`src/hdl/bc1_pkg.sv`:
```
// Shared types and constants for the BC1 color block decoder.
// No dependencies; every other file in hdl but bc1_if uses it by scoped names.
package bc1_pkg;

    localparam int unsigned TEXELS      = 16;
    localparam int unsigned TEXEL_W     = 4;
    localparam int unsigned INDEX_W     = 2;
    localparam int unsigned QUEUE_DEPTH = 2;

    localparam logic [7:0]  ALPHA_OPAQUE = 8'hFF;
    localparam logic [7:0]  ALPHA_CLEAR  = 8'h00;

    localparam logic [9:0]  RECIP3       = 10'd683;
    localparam int unsigned RECIP3_SHIFT = 11;

    localparam logic [TEXEL_W-1:0] LAST_TEXEL = TEXEL_W'(TEXELS - 1);

    typedef struct packed {
        logic [7:0] blue;
        logic [7:0] green;
        logic [7:0] red;
        logic [7:0] alpha;
    } t_rgba;

    typedef t_rgba [3:0] t_palette;

    typedef struct packed {
        t_palette    palette;
        logic [31:0] indices;
    } t_entry;

    function automatic logic [7:0] widen5(input logic [4:0] v);
        widen5 = {v, v[4:2]};
    endfunction

    function automatic logic [7:0] widen6(input logic [5:0] v);
        widen6 = {v, v[5:4]};
    endfunction

    function automatic logic [7:0] third(input logic [9:0] x);
        logic [19:0] prod;
        prod  = 20'(x) * 20'(RECIP3);
        third = prod[RECIP3_SHIFT +: 8];
    endfunction

endpackage

```
`src/hdl/bc1_if.sv`:
```
// Valid/ready channel interfaces for blocks in and texels out.
// Depends on nothing.
interface bc1_blk_if;
    logic        valid;
    logic        ready;
    logic [15:0] endpoint_zero;
    logic [15:0] endpoint_one;
    logic [31:0] texel_indices;
    logic        block_absent;

    modport source (output valid, endpoint_zero, endpoint_one, texel_indices, block_absent,
                    input ready);
    modport sink   (input valid, endpoint_zero, endpoint_one, texel_indices, block_absent,
                    output ready);
endinterface

interface bc1_tex_if;
    logic       valid;
    logic       ready;
    logic [7:0] blue;
    logic [7:0] green;
    logic [7:0] red;
    logic [7:0] alpha;
    logic [3:0] texel_number;
    logic       last_texel;

    modport source (output valid, blue, green, red, alpha, texel_number, last_texel,
                    input ready);
    modport sink   (input valid, blue, green, red, alpha, texel_number, last_texel,
                    output ready);
endinterface

```
`src/hdl/bc1_front.sv`:
```
// Front end: accepts a block, expands endpoints and registers the palette.
// Depends on bc1_pkg and bc1_blk_if.
module bc1_front (
    input  logic              i_clk,
    input  logic              i_rst_n,
    bc1_blk_if.sink           i_blk,
    output logic              o_push_valid,
    input  logic              i_push_ready,
    output bc1_pkg::t_entry   o_push_entry
);

    logic            r_valid;
    bc1_pkg::t_entry r_entry;
    bc1_pkg::t_entry n_entry;
    bc1_pkg::t_rgba  c0;
    bc1_pkg::t_rgba  c1;
    logic            four_color;
    logic            take;

    assign i_blk.ready  = !r_valid || i_push_ready;
    assign take         = i_blk.valid && i_blk.ready;
    assign o_push_valid = r_valid;
    assign o_push_entry = r_entry;

    always_comb begin
        c0.blue  = bc1_pkg::widen5(i_blk.endpoint_zero[4:0]);
        c0.green = bc1_pkg::widen6(i_blk.endpoint_zero[10:5]);
        c0.red   = bc1_pkg::widen5(i_blk.endpoint_zero[15:11]);
        c0.alpha = bc1_pkg::ALPHA_OPAQUE;
        c1.blue  = bc1_pkg::widen5(i_blk.endpoint_one[4:0]);
        c1.green = bc1_pkg::widen6(i_blk.endpoint_one[10:5]);
        c1.red   = bc1_pkg::widen5(i_blk.endpoint_one[15:11]);
        c1.alpha = bc1_pkg::ALPHA_OPAQUE;
        four_color = i_blk.endpoint_one < i_blk.endpoint_zero;

        n_entry.indices    = i_blk.texel_indices;
        n_entry.palette[0] = c0;
        n_entry.palette[1] = c1;
        if (four_color) begin
            n_entry.palette[2].blue  = bc1_pkg::third({1'b0, c0.blue, 1'b0}
                                       + 10'(c1.blue) + 10'd1);
            n_entry.palette[2].green = bc1_pkg::third({1'b0, c0.green, 1'b0}
                                       + 10'(c1.green) + 10'd1);
            n_entry.palette[2].red   = bc1_pkg::third({1'b0, c0.red, 1'b0}
                                       + 10'(c1.red) + 10'd1);
            n_entry.palette[2].alpha = bc1_pkg::ALPHA_OPAQUE;
            n_entry.palette[3].blue  = bc1_pkg::third({1'b0, c1.blue, 1'b0}
                                       + 10'(c0.blue) + 10'd1);
            n_entry.palette[3].green = bc1_pkg::third({1'b0, c1.green, 1'b0}
                                       + 10'(c0.green) + 10'd1);
            n_entry.palette[3].red   = bc1_pkg::third({1'b0, c1.red, 1'b0}
                                       + 10'(c0.red) + 10'd1);
            n_entry.palette[3].alpha = bc1_pkg::ALPHA_OPAQUE;
        end else begin
            n_entry.palette[2].blue  = 8'((9'(c0.blue) + 9'(c1.blue)) >> 1);
            n_entry.palette[2].green = 8'((9'(c0.green) + 9'(c1.green)) >> 1);
            n_entry.palette[2].red   = 8'((9'(c0.red) + 9'(c1.red)) >> 1);
            n_entry.palette[2].alpha = bc1_pkg::ALPHA_OPAQUE;
            n_entry.palette[3]       = '0;
            n_entry.palette[3].alpha = bc1_pkg::ALPHA_CLEAR;
        end
        if (i_blk.block_absent) begin
            n_entry.palette = '0;
        end
    end

    always_ff @(posedge i_clk) begin
        if (!i_rst_n) begin
            r_valid <= 1'b0;
        end else if (take) begin
            r_valid <= 1'b1;
        end else if (i_push_ready) begin
            r_valid <= 1'b0;
        end
    end

    always_ff @(posedge i_clk) begin
        if (take) begin
            r_entry <= n_entry;
        end
    end

endmodule

```
`src/hdl/bc1_queue.sv`:
```
// Short queue of decoded palettes between front and back ends.
// Depends on bc1_pkg.
module bc1_queue (
    input  logic              i_clk,
    input  logic              i_rst_n,
    input  logic              i_push_valid,
    output logic              o_push_ready,
    input  bc1_pkg::t_entry   i_push_entry,
    output logic              o_pop_valid,
    input  logic              i_pop_ready,
    output bc1_pkg::t_entry   o_pop_entry
);

    localparam int unsigned PTR_W = $clog2(bc1_pkg::QUEUE_DEPTH);
    localparam int unsigned CNT_W = $clog2(bc1_pkg::QUEUE_DEPTH + 1);

    bc1_pkg::t_entry  r_mem [bc1_pkg::QUEUE_DEPTH];
    logic [PTR_W-1:0] r_wr_ptr;
    logic [PTR_W-1:0] r_rd_ptr;
    logic [CNT_W-1:0] r_count;
    logic             push;
    logic             pop;

    assign o_push_ready = r_count != CNT_W'(bc1_pkg::QUEUE_DEPTH);
    assign o_pop_valid  = r_count != '0;
    assign o_pop_entry  = r_mem[r_rd_ptr];
    assign push         = i_push_valid && o_push_ready;
    assign pop          = o_pop_valid && i_pop_ready;

    always_ff @(posedge i_clk) begin
        if (!i_rst_n) begin
            r_wr_ptr <= '0;
            r_rd_ptr <= '0;
            r_count  <= '0;
        end else begin
            if (push) begin
                r_wr_ptr <= (r_wr_ptr == PTR_W'(bc1_pkg::QUEUE_DEPTH - 1)) ? '0
                            : r_wr_ptr + PTR_W'(1);
            end
            if (pop) begin
                r_rd_ptr <= (r_rd_ptr == PTR_W'(bc1_pkg::QUEUE_DEPTH - 1)) ? '0
                            : r_rd_ptr + PTR_W'(1);
            end
            if (push && !pop) begin
                r_count <= r_count + CNT_W'(1);
            end else if (pop && !push) begin
                r_count <= r_count - CNT_W'(1);
            end
        end
    end

    always_ff @(posedge i_clk) begin
        if (push) begin
            r_mem[r_wr_ptr] <= i_push_entry;
        end
    end

endmodule

```
`src/hdl/bc1_back.sv`:
```
// Back end: walks the sixteen indices of a palette into registered texels.
// Depends on bc1_pkg and bc1_tex_if.
module bc1_back (
    input  logic              i_clk,
    input  logic              i_rst_n,
    input  logic              i_pop_valid,
    output logic              o_pop_ready,
    input  bc1_pkg::t_entry   i_pop_entry,
    bc1_tex_if.source         o_tex
);

    logic                         r_loaded;
    bc1_pkg::t_entry              r_entry;
    logic [bc1_pkg::TEXEL_W-1:0]  r_cnt;
    logic                         r_out_valid;
    bc1_pkg::t_rgba               r_out;
    logic [bc1_pkg::TEXEL_W-1:0]  r_out_num;
    logic                         r_out_last;
    logic                         advance;
    logic                         issue;
    logic                         at_last;
    logic                         pop;
    logic [bc1_pkg::INDEX_W-1:0]  sel;

    assign advance     = !r_out_valid || o_tex.ready;
    assign issue       = r_loaded && advance;
    assign at_last     = r_cnt == bc1_pkg::LAST_TEXEL;
    assign o_pop_ready = !r_loaded || (issue && at_last);
    assign pop         = i_pop_valid && o_pop_ready;
    assign sel         = r_entry.indices[{r_cnt, 1'b0} +: bc1_pkg::INDEX_W];

    assign o_tex.valid        = r_out_valid;
    assign o_tex.blue         = r_out.blue;
    assign o_tex.green        = r_out.green;
    assign o_tex.red          = r_out.red;
    assign o_tex.alpha        = r_out.alpha;
    assign o_tex.texel_number = r_out_num;
    assign o_tex.last_texel   = r_out_last;

    always_ff @(posedge i_clk) begin
        if (!i_rst_n) begin
            r_loaded    <= 1'b0;
            r_cnt       <= '0;
            r_out_valid <= 1'b0;
        end else begin
            if (pop) begin
                r_loaded <= 1'b1;
                r_cnt    <= '0;
            end else if (issue) begin
                r_cnt <= r_cnt + bc1_pkg::TEXEL_W'(1);
                if (at_last) begin
                    r_loaded <= 1'b0;
                end
            end
            if (issue) begin
                r_out_valid <= 1'b1;
            end else if (o_tex.ready) begin
                r_out_valid <= 1'b0;
            end
        end
    end

    always_ff @(posedge i_clk) begin
        if (pop) begin
            r_entry <= i_pop_entry;
        end
        if (issue) begin
            r_out      <= r_entry.palette[sel];
            r_out_num  <= r_cnt;
            r_out_last <= at_last;
        end
    end

endmodule

```
`src/hdl/bc1_block_decoder.sv`:
```
// BC1 color block decoder: one block in, sixteen texels out.
// Path: front palette register, queue, back entry register, output texel register.
// Throughput: one texel per cycle while o_tex.ready is high, set by the back end's
// texel counter; the two-entry queue lets the front take blocks ahead.
// Reset: synchronous, active low; clears valid flags, pointers and counters only.
module bc1_block_decoder (
    input  logic      i_clk,
    input  logic      i_rst_n,
    bc1_blk_if.sink   i_blk,
    bc1_tex_if.source o_tex
);

    logic            push_valid;
    logic            push_ready;
    bc1_pkg::t_entry push_entry;
    logic            pop_valid;
    logic            pop_ready;
    bc1_pkg::t_entry pop_entry;

    bc1_front u_front (
        .i_clk        (i_clk),
        .i_rst_n      (i_rst_n),
        .i_blk        (i_blk),
        .o_push_valid (push_valid),
        .i_push_ready (push_ready),
        .o_push_entry (push_entry)
    );

    bc1_queue u_queue (
        .i_clk        (i_clk),
        .i_rst_n      (i_rst_n),
        .i_push_valid (push_valid),
        .o_push_ready (push_ready),
        .i_push_entry (push_entry),
        .o_pop_valid  (pop_valid),
        .i_pop_ready  (pop_ready),
        .o_pop_entry  (pop_entry)
    );

    bc1_back u_back (
        .i_clk       (i_clk),
        .i_rst_n     (i_rst_n),
        .i_pop_valid (pop_valid),
        .o_pop_ready (pop_ready),
        .i_pop_entry (pop_entry),
        .o_tex       (o_tex)
    );

endmodule

```
`src/flat_wrapper.sv`:
```
// flat-port wrapper written by rule: the top's interface ports become plain ports
module bc1_block_decoder_flat 
  (i_clk, i_rst_n, i_blk_valid, i_blk_endpoint_zero, i_blk_endpoint_one, i_blk_texel_indices, i_blk_block_absent, i_blk_ready, o_tex_valid, o_tex_blue, o_tex_green, o_tex_red, o_tex_alpha, o_tex_texel_number, o_tex_last_texel, o_tex_ready);
  bc1_blk_if i_blk_i ();
  bc1_tex_if o_tex_i ();
  input  logic i_clk;
  input  logic i_rst_n;
  input wire logic [$bits(i_blk_i.valid)-1:0] i_blk_valid;
  input wire logic [$bits(i_blk_i.endpoint_zero)-1:0] i_blk_endpoint_zero;
  input wire logic [$bits(i_blk_i.endpoint_one)-1:0] i_blk_endpoint_one;
  input wire logic [$bits(i_blk_i.texel_indices)-1:0] i_blk_texel_indices;
  input wire logic [$bits(i_blk_i.block_absent)-1:0] i_blk_block_absent;
  output wire logic [$bits(i_blk_i.ready)-1:0] i_blk_ready;
  output wire logic [$bits(o_tex_i.valid)-1:0] o_tex_valid;
  output wire logic [$bits(o_tex_i.blue)-1:0] o_tex_blue;
  output wire logic [$bits(o_tex_i.green)-1:0] o_tex_green;
  output wire logic [$bits(o_tex_i.red)-1:0] o_tex_red;
  output wire logic [$bits(o_tex_i.alpha)-1:0] o_tex_alpha;
  output wire logic [$bits(o_tex_i.texel_number)-1:0] o_tex_texel_number;
  output wire logic [$bits(o_tex_i.last_texel)-1:0] o_tex_last_texel;
  input wire logic [$bits(o_tex_i.ready)-1:0] o_tex_ready;
  assign i_blk_i.valid = i_blk_valid;
  assign i_blk_i.endpoint_zero = i_blk_endpoint_zero;
  assign i_blk_i.endpoint_one = i_blk_endpoint_one;
  assign i_blk_i.texel_indices = i_blk_texel_indices;
  assign i_blk_i.block_absent = i_blk_block_absent;
  assign i_blk_ready = i_blk_i.ready;
  assign o_tex_valid = o_tex_i.valid;
  assign o_tex_blue = o_tex_i.blue;
  assign o_tex_green = o_tex_i.green;
  assign o_tex_red = o_tex_i.red;
  assign o_tex_alpha = o_tex_i.alpha;
  assign o_tex_texel_number = o_tex_i.texel_number;
  assign o_tex_last_texel = o_tex_i.last_texel;
  assign o_tex_i.ready = o_tex_ready;
  bc1_block_decoder u_core (.i_clk(i_clk), .i_rst_n(i_rst_n), .i_blk(i_blk_i), .o_tex(o_tex_i));
endmodule
```
`config.mk`:
```
export PLATFORM = sky130hd
export DESIGN_NAME = bc1_block_decoder_flat
export DESIGN_NICKNAME = d
export VERILOG_FILES = /design/src/hdl/bc1_pkg.sv /design/src/hdl/bc1_if.sv /design/src/hdl/bc1_front.sv /design/src/hdl/bc1_queue.sv /design/src/hdl/bc1_back.sv /design/src/hdl/bc1_block_decoder.sv /design/src/flat_wrapper.sv
export SDC_FILE = /design/constraint.sdc
export NUM_CORES = 1
export LEC_CHECK = 0
export CELL_PAD_IN_SITES_DETAIL_PLACEMENT = 2
export CELL_PAD_IN_SITES_GLOBAL_PLACEMENT = 2
export CORE_MARGIN = 1
export CORE_UTILIZATION = 35
export CTS_CLUSTER_DIAMETER = 80
export DETAILED_ROUTE_END_ITERATION = 10
export DONT_BUFFER_PORTS = 1
export GPL_ROUTABILITY_DRIVEN = 0
export GPL_TIMING_DRIVEN = 1
export PLACE_DENSITY = 0.71
export SLEW_MARGIN = 20
export SYNTH_ARGS = -nofsm -noshare
export SYNTH_HDL_FRONTEND = slang
export SYNTH_SLANG_ARGS = --single-unit
export TNS_END_PERCENT = 1
```
`constraint.sdc`:
```
create_clock -name i_clk -period 12.7 [get_ports i_clk]
set_input_delay 1.905 -clock i_clk [delete_from_list [all_inputs] [get_ports i_clk]]
set_output_delay 1.905 -clock i_clk [all_outputs]
set_load 0.02 [all_outputs]
```
# Word-level counts from Yosys, hierarchy flattened
# Memories as Yosys holds them, arrays and structs flattened. A register that Yosys moved wholly into a read port is not among the register bits.
# Cells that the tools add are included.
[totals]
regBits = 208
mem_bits_rw = 320
inputBits = 69
output_inout_bits = 39
elab_cells = 105
mem_count = 1
[classes]
add_sub_neg = 20
mul = 6
magnitude_cmp = 2
eq_ne = 2
shift = 1
mux = 17
n_bitwise = 2
n_reduce_logical = 24
[mem_list]
columns = ["memory", "depth", "word_bits", "read_ports", "rd_ports_with_merged_regs", "wr", "line_no", "source"]
rows = [
  ["u_core.u_queue.r_mem", 2, 160, 1, 1, 1, "bc1_queue.sv:17", "bc1_pkg::t_entry r_mem [bc1_pkg::QUEUE_DEPTH];"],
]
[ops]
columns = ["op", "n"]
rows = [
  ["10-bit by 10-bit multiplier with 19-bit output, second input constant", 6],
  ["40-bit two-way mux", 2],
  ["32-bit binary-select mux with 2-bit select", 1],
  ["10-bit by 1-bit adder with 10-bit output, second input constant", 6],
  ["9-bit by 8-bit adder with 10-bit output", 6],
  ["32-bit two-way mux", 1],
  ["32-bit by 6-bit variable part select with 2-bit output", 1],
  ["8-bit by 8-bit adder with 9-bit output", 3],
  ["16-bit less-than comparator", 1],
  ["2-bit nonzero test", 6],
  ["1-bit two-way mux", 11],
  ["1-bit logical AND", 7],
  ["1-bit logical NOT", 5],
  ["4-bit by 1-bit adder with 4-bit output, second input constant", 1],
  ["4-bit == test, second input constant", 1],
  ["2-bit two-way mux", 2],
  ["2-bit OR reduction", 2],
  ["1-bit logical OR", 3],
  ["2-bit by 3-bit less-than comparator with 1-bit output, second input constant", 1],
  ["1-bit adder, second input constant", 2],
  ["2-bit by 1-bit adder with 2-bit output, second input constant", 1],
  ["2-bit inequality test, second input constant", 1],
  ["1-bit NOT", 2],
  ["2-bit AND reduction", 1],
  ["2-bit by 1-bit subtractor with 2-bit output, second input constant", 1],
]

# Logic depth before layout (Yosys ltp)
# Gate-level depths: netlist of run 1.
[logic_depth]
ltp_word = 9
ltp_mapped = 26

# Hierarchy
# A second synthesis of run 1 with hierarchy kept.
[hier_totals]
hier_cells = 2524
hier_area_um2 = 36791.5
[modules_own_cells]
columns = ["mod", "n_inst", "cells_each", "area_each_um2"]
rows = [
  ["bc1_front", 1, 1641, 17042.6],
  ["bc1_queue", 1, 522, 12194.2],
  ["bc1_back", 1, 361, 7554.7],
]

# Worst setup path before layout of run 1
# Ideal clock, no wire load.
[synth_timing]
kind = "input -> register"
start = "input port i_blk_endpoint_one[14]"
end = "register u_core.u_front.r_entry (netlist bit u_core.u_front.o_push_entry[142]) (data pin)"
setup_time_ps = 255
t_arrival_ps = 7477
path_slack_ps = 4968
stages = 26
cell_sequence = "ha_1 -> clkbuf_1 -> nor2b_1 -> o21ai_1 -> a21boi_0 -> o21ai_0 -> nand2b_1 -> a21o_1 -> a21o_1 -> xor2_1 -> ha_1 -> ha_1 -> fa_1 -> inv_1 -> fa_1 -> fa_1 -> inv_1 -> ha_1 -> a2111oi_0 -> o21ai_0 -> a21oi_1 -> o21ai_1 -> a41o_1 -> o21a_1 -> or3_1 -> and3_1"
[synth_between]
elab_chain_len = 3
[synth_rtl]
columns = ["item", "line_no", "source"]
rows = [
  ["start, declared", "flat_wrapper.sv:10", "input wire logic [$bits(i_blk_i.endpoint_one)-1:0] i_blk_endpoint_one;"],
  ["9-bit by 8-bit adder with 10-bit output or 16-bit less-than comparator (tied branches)", "bc1_front.sv:52, bc1_front.sv:34", ""],
  ["10-bit by 1-bit adder with 10-bit output or 1-bit NOT (tied branches)", "n/a", ""],
  ["10-bit by 10-bit multiplier with 19-bit output or 2-bit OR reduction (tied branches)", "n/a", ""],
  ["end signal, assigned", "bc1_front.sv:79", "r_entry <= n_entry;"],
  ["end, declared", "bc1_front.sv:13", "bc1_pkg::t_entry r_entry;"],
]
# Several ways; a longest one is shown, not always the timed one.
# A chain may end at the register's enable or synchronous reset.

# Worst setup path after layout of run 1
[layout_timing]
start = "input port i_blk_endpoint_one[9]"
end = "register u_core.u_front.r_entry (netlist bit u_core.u_front.o_push_entry[151]) (data pin)"
[layout_between]
elab_chain_len = 3
[layout_rtl]
columns = ["item", "line_no"]
rows = [
  ["9-bit by 8-bit adder with 10-bit output or 16-bit less-than comparator (tied branches)", "bc1_front.sv:50, bc1_front.sv:34"],
  ["10-bit by 1-bit adder with 10-bit output or 1-bit NOT (tied branches)", "n/a"],
  ["10-bit by 10-bit multiplier with 19-bit output or 2-bit OR reduction (tied branches)", "n/a"],
]
# Several ways; a longest one is shown, not always the timed one.

==> results of run 1 <==
-- state kept, by name, summed over array words and instances (netlist names), 2 cells and up --
name	cells
u_core.u_back.r_entry	115
u_core.u_front.o_push_entry	115
u_core.u_back.o_tex.blue	8
u_core.u_back.o_tex.texel_number	4
u_core.u_back.o_tex.green	8
u_core.u_queue.r_mem	230
u_core.u_back.o_tex.red	8
u_core.u_back.r_cnt	4
u_core.u_queue.r_count	2
-- cell type report --
class	count	area, µm²	area share [%]
clock inverter	31	350	1.04
inverter	304	1140	3.40
clock buffer	64	1380	4.10
sequential	501	14900	44.4
timing repair buffer	12	114	0.339
tap	1144	1430	4.26
multi-input combinational	1404	14300	42.4
-- worst max path at each step --
stage | slack [ns] | end | cells past startpoint
2_1_floorplan | 4.97 | u_core.u_front.o_push_entry[142]$_SDFFCE_PP0P_ | 26
3_3_place_gp | 4.55 | u_core.u_front.o_push_entry[159]$_SDFFCE_PP0P_ | 25
3_5_place_dp | 4.06 | u_core.u_front.o_push_entry[150]$_SDFFCE_PP0P_ | 24
4_1_cts | 4.67 | u_core.u_front.o_push_entry[150]$_SDFFCE_PP0P_ | 24
5_1_grt | 4.29 | u_core.u_front.o_push_entry[151]$_SDFFCE_PP0P_ | 24
6_report | 4.64 | u_core.u_front.o_push_entry[151]$_SDFFCE_PP0P_ | 24
-- through the flow --
stage               setup WS, ns  area [µm²]  hold WS, ns
global placement            4.55       31900        0.424
CTS                         4.67       33600        0.450
floorplan                   4.97       30600        0.406
finish                      4.64       33600        0.447
detailed placement          4.06       31900        0.433
global route                4.29       33600        0.462
-- placed cells by master, fill, tap and decap left out, drive strengths merged, types with 8 or more instances in the layout --
cell type	n
xnor2	108
o21ai	43
fa	131
o21bai	16
nor2b	25
a21oi	79
a211oi	25
nor3	18
clkbuf	64
nor2	103
mux2	117
edfxtp	490
mux2i	20
a21o	27
and3	12
xor2	40
nand4	10
bufinv	8
nand2b	15
and2	10
mux4	18
inv	305
nand2	47
a21boi	21
o21a	12
buf	12
a211o	9
clkinv	21
nand3	17
ha	411
dfxtp	11
-- cell families after synthesis --
kind of cell | Yosys count
and+or+nand+nor | 274
AOI/OAI and AO/OA | 282
muxes | 155
adders and majority gates | 542
DFF | 501
xor gates and xnor gates | 150
buffers and inverters | 353
other | 1
-- metal layers --
metal	vias up	GRT usage [%]	routed length (µm)
met5	-	0	0
met4	0	3.80	1450
met3	76	2.32	2290
met2	254	35.6	44200
met1	9056	23.0	35000
li1	8093	-	-
-- Yosys cell counts (15+ instances only) --
cell / instances
edfxtp_1: 490
nor2b_1: 25
mux2_2: 117
clkbuf_1: 35
o21bai_1: 16
fa_1: 131
mux4_2: 18
mux2i_1: 20
nand3_1: 17
o21ai_0: 38
ha_1: 411
nor2_1: 103
nor3_1: 18
xor2_1: 40
a211oi_1: 24
a21oi_1: 78
xnor2_1: 108
nand2_1: 47
a21o_1: 27
nand2b_1: 15
inv_1: 302
==> metrics, run 1 <==
worst reg-to-reg setup slack 8.96 ns; CTS Buffer Depth 3; area share of fa/ha/maj cells after synthesis 25.4%; final setup violation count 0; Core Rows 107; Max Slew Vio Count 0; slowest stage cell, crit path fa_1; Clock Root Buffer clkbuf_16; Mapped Area 0.0306 mm²; top cell type's share of synthesized area 48.2%; CTS sink count 501; Critical Path AT 8.39 ns; top post-synthesis cells by area edfxtp_1 (48%), ha_1 (17%), fa_1 (8.6%), mux2_2 (4.3%), inv_1 (3.7%); final net count 2,886; CTS resizes 0; flops & latches, synth 501; Worst Path Max Fanout 9; gr usage total 18.9%; Synth Flop Type edfxtp_1; pin count of the biggest net entering global routing 79; main combinational cell family by area after synthesis adder cells; Non-Filler Instances 3,460; Chip Width 297 µm; Worst path most repeated cell ha_1; Final Cycle Share 63.5%; Final min period 8.06 ns; first-pass GRT wire length 128,000 µm; Die Area 0.0885 mm²; Buffers & Inverters on Critical Path 3; mux contribution to synthesized area 6.29%; Hold Startpoint u_core.u_front.o_push_entry[78]$_SDFFCE_PP0P_; post-synthesis compound-gate area fraction 6.22%; via count 17,500; Antenna Violating Nets Remaining 0; CTS tree yes; Synthesized Nets 2,869; vias per inst 5.05; vias in the first global route 20,700; Async S/R FF share, synth 0%; hold crit path type reg -> reg; RSZ-0062 raised after global routing false; clk slew on worst S/H paths 0.06 ns; Hold Path End u_core.u_queue.r_mem[1][78]$_DFFE_PP_; final hold viol count 0; Yosys Warn Count 0; placed cell count 3,364; layout cells sized above 1 10.6%; area leader, netlist edfxtp_1; number of flops mapped to enable cells by yosys 490; TNS Setup 0 ns; hold depth 0; Post-CTS Hold Fix Bufs 0; DR iter-0 viols 726; Reg-to-Reg End u_core.u_back.r_entry[51]$_DFFE_PP_; initial antenna violation count 0; fin util 39.2%; Critical Path Source i_blk_endpoint_one[9]; status finished, final reports clean; Worst EP required 13.03 ns; CP peak stage delay 0.52 ns; Synth Area in Simple Gates 4.28%; part of the Yosys area used for sequential elements 48.9%; 1st-pass router iterations 5; DRC 0; Reg2Reg Depth 6; number of buffers created by CTS 52; Slew headroom 31.8%; final WL 82,900 µm; Worst Setup End Kind flip-flop; clk_lat worst skew 0.59 ns; H-tree depth 2; maxcap violations 0; initial core utilization 35.6%; num ports 108; Synth-to-Final Area Change 10.0%; CP Class in -> reg; CP startpoint kind input port; worst-path cell chain ha_1, a21o_1, a21oi_1, o21bai_1, a31o_2, a21oi_1, xor2_1, inv_1, ha_1, ha_1, fa_1, fa_1, inv_1, fa_1, inv_1, ha_1, a2111oi_0, o21a_1, o21ai_1, a221oi_2, o211ai_1, o31ai_1, xnor2_1, nor2_1; Die Y 297 µm; reg2reg start u_core.u_back.r_cnt[0]$_SDFFE_PP0P_; total grt overflow 0; n_diodes 0; fmax 124 MHz; Core Region 0.0858 mm²; Syn Area/Cell 13.5 µm²; Synth cell types 69; Post-Synth XOR/XNOR Area 4.39%; Detailed Place HPWL 61,600 µm; Cells after Synth 2,258; Post-CTS Setup Inserts 0; worst-margin pin slew 1.02 ns; Avg WL per Cell 24.0 µm; skew final 0.0184 ns; CP delay by family, top compound AO/OA/AOI/OAI gates; fill count 8,617; PortBufs 0
Power of run 1 is left out: the tool's default activity adds up to more than one toggle a clock period on the data nets, which glitch-free logic cannot reach.
==> run 2, diff against run 1 <==
clock period = 8 ns   (was 12.7 ns; I/O delays follow)
==> run 2 against run 1 <==
Utilization shrank 0.24 points. Hold slack lost 0.0090 ns. Global-route usage shrank 0.66 points. Routed wire length shrank 4.0%. Final cell count is essentially flat. Die area is the same. Clock skew grew 0.0055 ns. Non-clock buffer count grew 5.
==> metrics, run 2 (synthesized netlist as in run 1, its figures left out) <==
Critical Path AT 7.59 ns; Max Slew Vio Count 0; Reg2Reg Depth 6; Detailed Place HPWL 61,700 µm; worst reg-to-reg setup slack 4.37 ns; Die Y 297 µm; Worst EP required 8.33 ns; RSZ-0062 raised after global routing false; Core Rows 107; Slew headroom 33.4%; 1st-pass router iterations 7; vias per inst 5.03; final hold viol count 0; final net count 2,889; vias in the first global route 20,400; CP startpoint kind input port; Core Region 0.0858 mm²; n_diodes 0; status finished, final reports clean; Post-CTS Hold Fix Bufs 0; clk_lat worst skew 0.59 ns; Synth-to-Final Area Change 9.37%; CTS Buffer Depth 3; crit path to u_core.u_front.o_push_entry[151]$_SDFFCE_PP0P_; initial antenna violation count 1; Die Area 0.0885 mm²; CTS resizes 0; CP Class in -> reg; num ports 108; Post-CTS Setup Inserts 0; reg2reg start u_core.u_back.r_cnt[0]$_SDFFE_PP0P_; Final min period 7.25 ns; DRC 0; total grt overflow 0; Chip Width 297 µm; Critical Path Source i_blk_endpoint_one[9]; Avg WL per Cell 23.0 µm; Clock Root Buffer clkbuf_16; CTS sink count 501; hold crit path type reg -> reg; final WL 79,600 µm; Final Cycle Share 90.6%; Largest register FFs 230; first-pass GRT wire length 124,000 µm; DR iter-0 viols 716; clk slew on worst S/H paths 0.06 ns; TNS Setup 0 ns; Reg-to-Reg End u_core.u_back.r_entry[146]$_DFFE_PP_; Worst Setup End Kind flip-flop; H-tree depth 2; worst-margin pin slew 0.999 ns; layout cells sized above 1 10.6%; hold depth 0; PortBufs 0; pin count of the biggest net entering global routing 80; initial core utilization 35.6%; final setup violation count 0; maxcap violations 0; fmax 138 MHz; fill count 8,604; commonest non-fill, non-tap cells in the layout edfxtp_1 (490), ha_1 (411), inv_1 (301); Antenna Violating Nets Remaining 0; via count 17,400; number of buffers created by CTS 50; gr usage total 18.3%; most common library cell in the layout ignoring fill and taps edfxtp_1; CTS tree yes; skew final 0.0239 ns; most flop-heavy register u_core.u_queue.r_mem; Worst Path Max Fanout 9
-- run 2: final cells by class --
class / count / area (µm²) / area share [%]
multi-input cells: 1404 / 14300 / 42.7
inverters: 304 / 1140 / 3.42
clock inverters: 30 / 209 / 0.625
repair buffers: 17 / 151 / 0.453
flip-flops and latches: 501 / 14900 / 44.7
clock buffers: 57 / 1280 / 3.82
well taps: 1144 / 1430 / 4.28
-- run 2: how the worst min path moves through the flow --
stage	startpoint	endpoint	slack, ns
after global routing	u_core.u_front.o_push_entry[31]$_DFFE_PP_	u_core.u_queue.r_mem[1][31]$_DFFE_PP_	0.45
after global placement	u_core.u_front.o_push_entry[108]$_SDFFCE_PP0P_	u_core.u_queue.r_mem[0][108]$_DFFE_PP_	0.42
after detailed placement	u_core.u_front.o_push_entry[16]$_DFFE_PP_	u_core.u_queue.r_mem[1][16]$_DFFE_PP_	0.43
after floorplan	u_core.u_back.r_cnt[2]$_SDFFE_PP0P_	u_core.u_back.o_tex.texel_number[2]$_DFFE_PP_	0.41
after CTS	u_core.u_front.o_push_entry[16]$_DFFE_PP_	u_core.u_queue.r_mem[1][16]$_DFFE_PP_	0.45
final	u_core.u_front.o_push_entry[144]$_SDFFCE_PP0P_	u_core.u_queue.r_mem[1][144]$_DFFE_PP_	0.44
-- run 2: per-stage QoR --
step	cell area [µm²]	setup slack [ns]	util, %	hold slack (ns)	std cells
2_1_floorplan	30600	0.973	-	0.406	2258
3_3_place_gp	31900	0.524	37.2	0.424	3369
3_5_place_dp	31900	0.121	37.2	0.432	3369
4_1_cts	33400	0.753	38.9	0.446	3456
5_1_grt	33400	0.330	38.9	0.455	3457
6_report	33400	0.749	38.9	0.438	3457
-- run 2: per-layer routing --
metal	part of all wire (%)	up-vias	track usage, %	wire length, µm
met3	2.6	75	2.23	2050
met1	43	8986	22.4	34000
met5	0.025	-	0	20
met2	53	239	34.3	42400
met4	1.5	2	3.25	1200
li1	-	8076	-	-
-- run 2: worst max-delay path, stage by stage --
cell and delay, ns:
ha_1 0.38, a21o_1 0.23, a21oi_1 0.24, o21bai_1 0.12
a31o_2 0.26, a21oi_1 0.19, xor2_1 0.35, inv_1 0.15
ha_1 0.32, ha_1 0.30, fa_1 0.47, fa_1 0.52
inv_1 0.05, fa_1 0.50, inv_1 0.04, ha_1 0.31
a2111oi_0 0.42, o21a_1 0.18, o21ai_1 0.11, a221oi_2 0.45
o211ai_1 0.23, o31ai_1 0.32, xnor2_1 0.16, nor2_1 0.07
Power of run 2 is left out for the same reason.
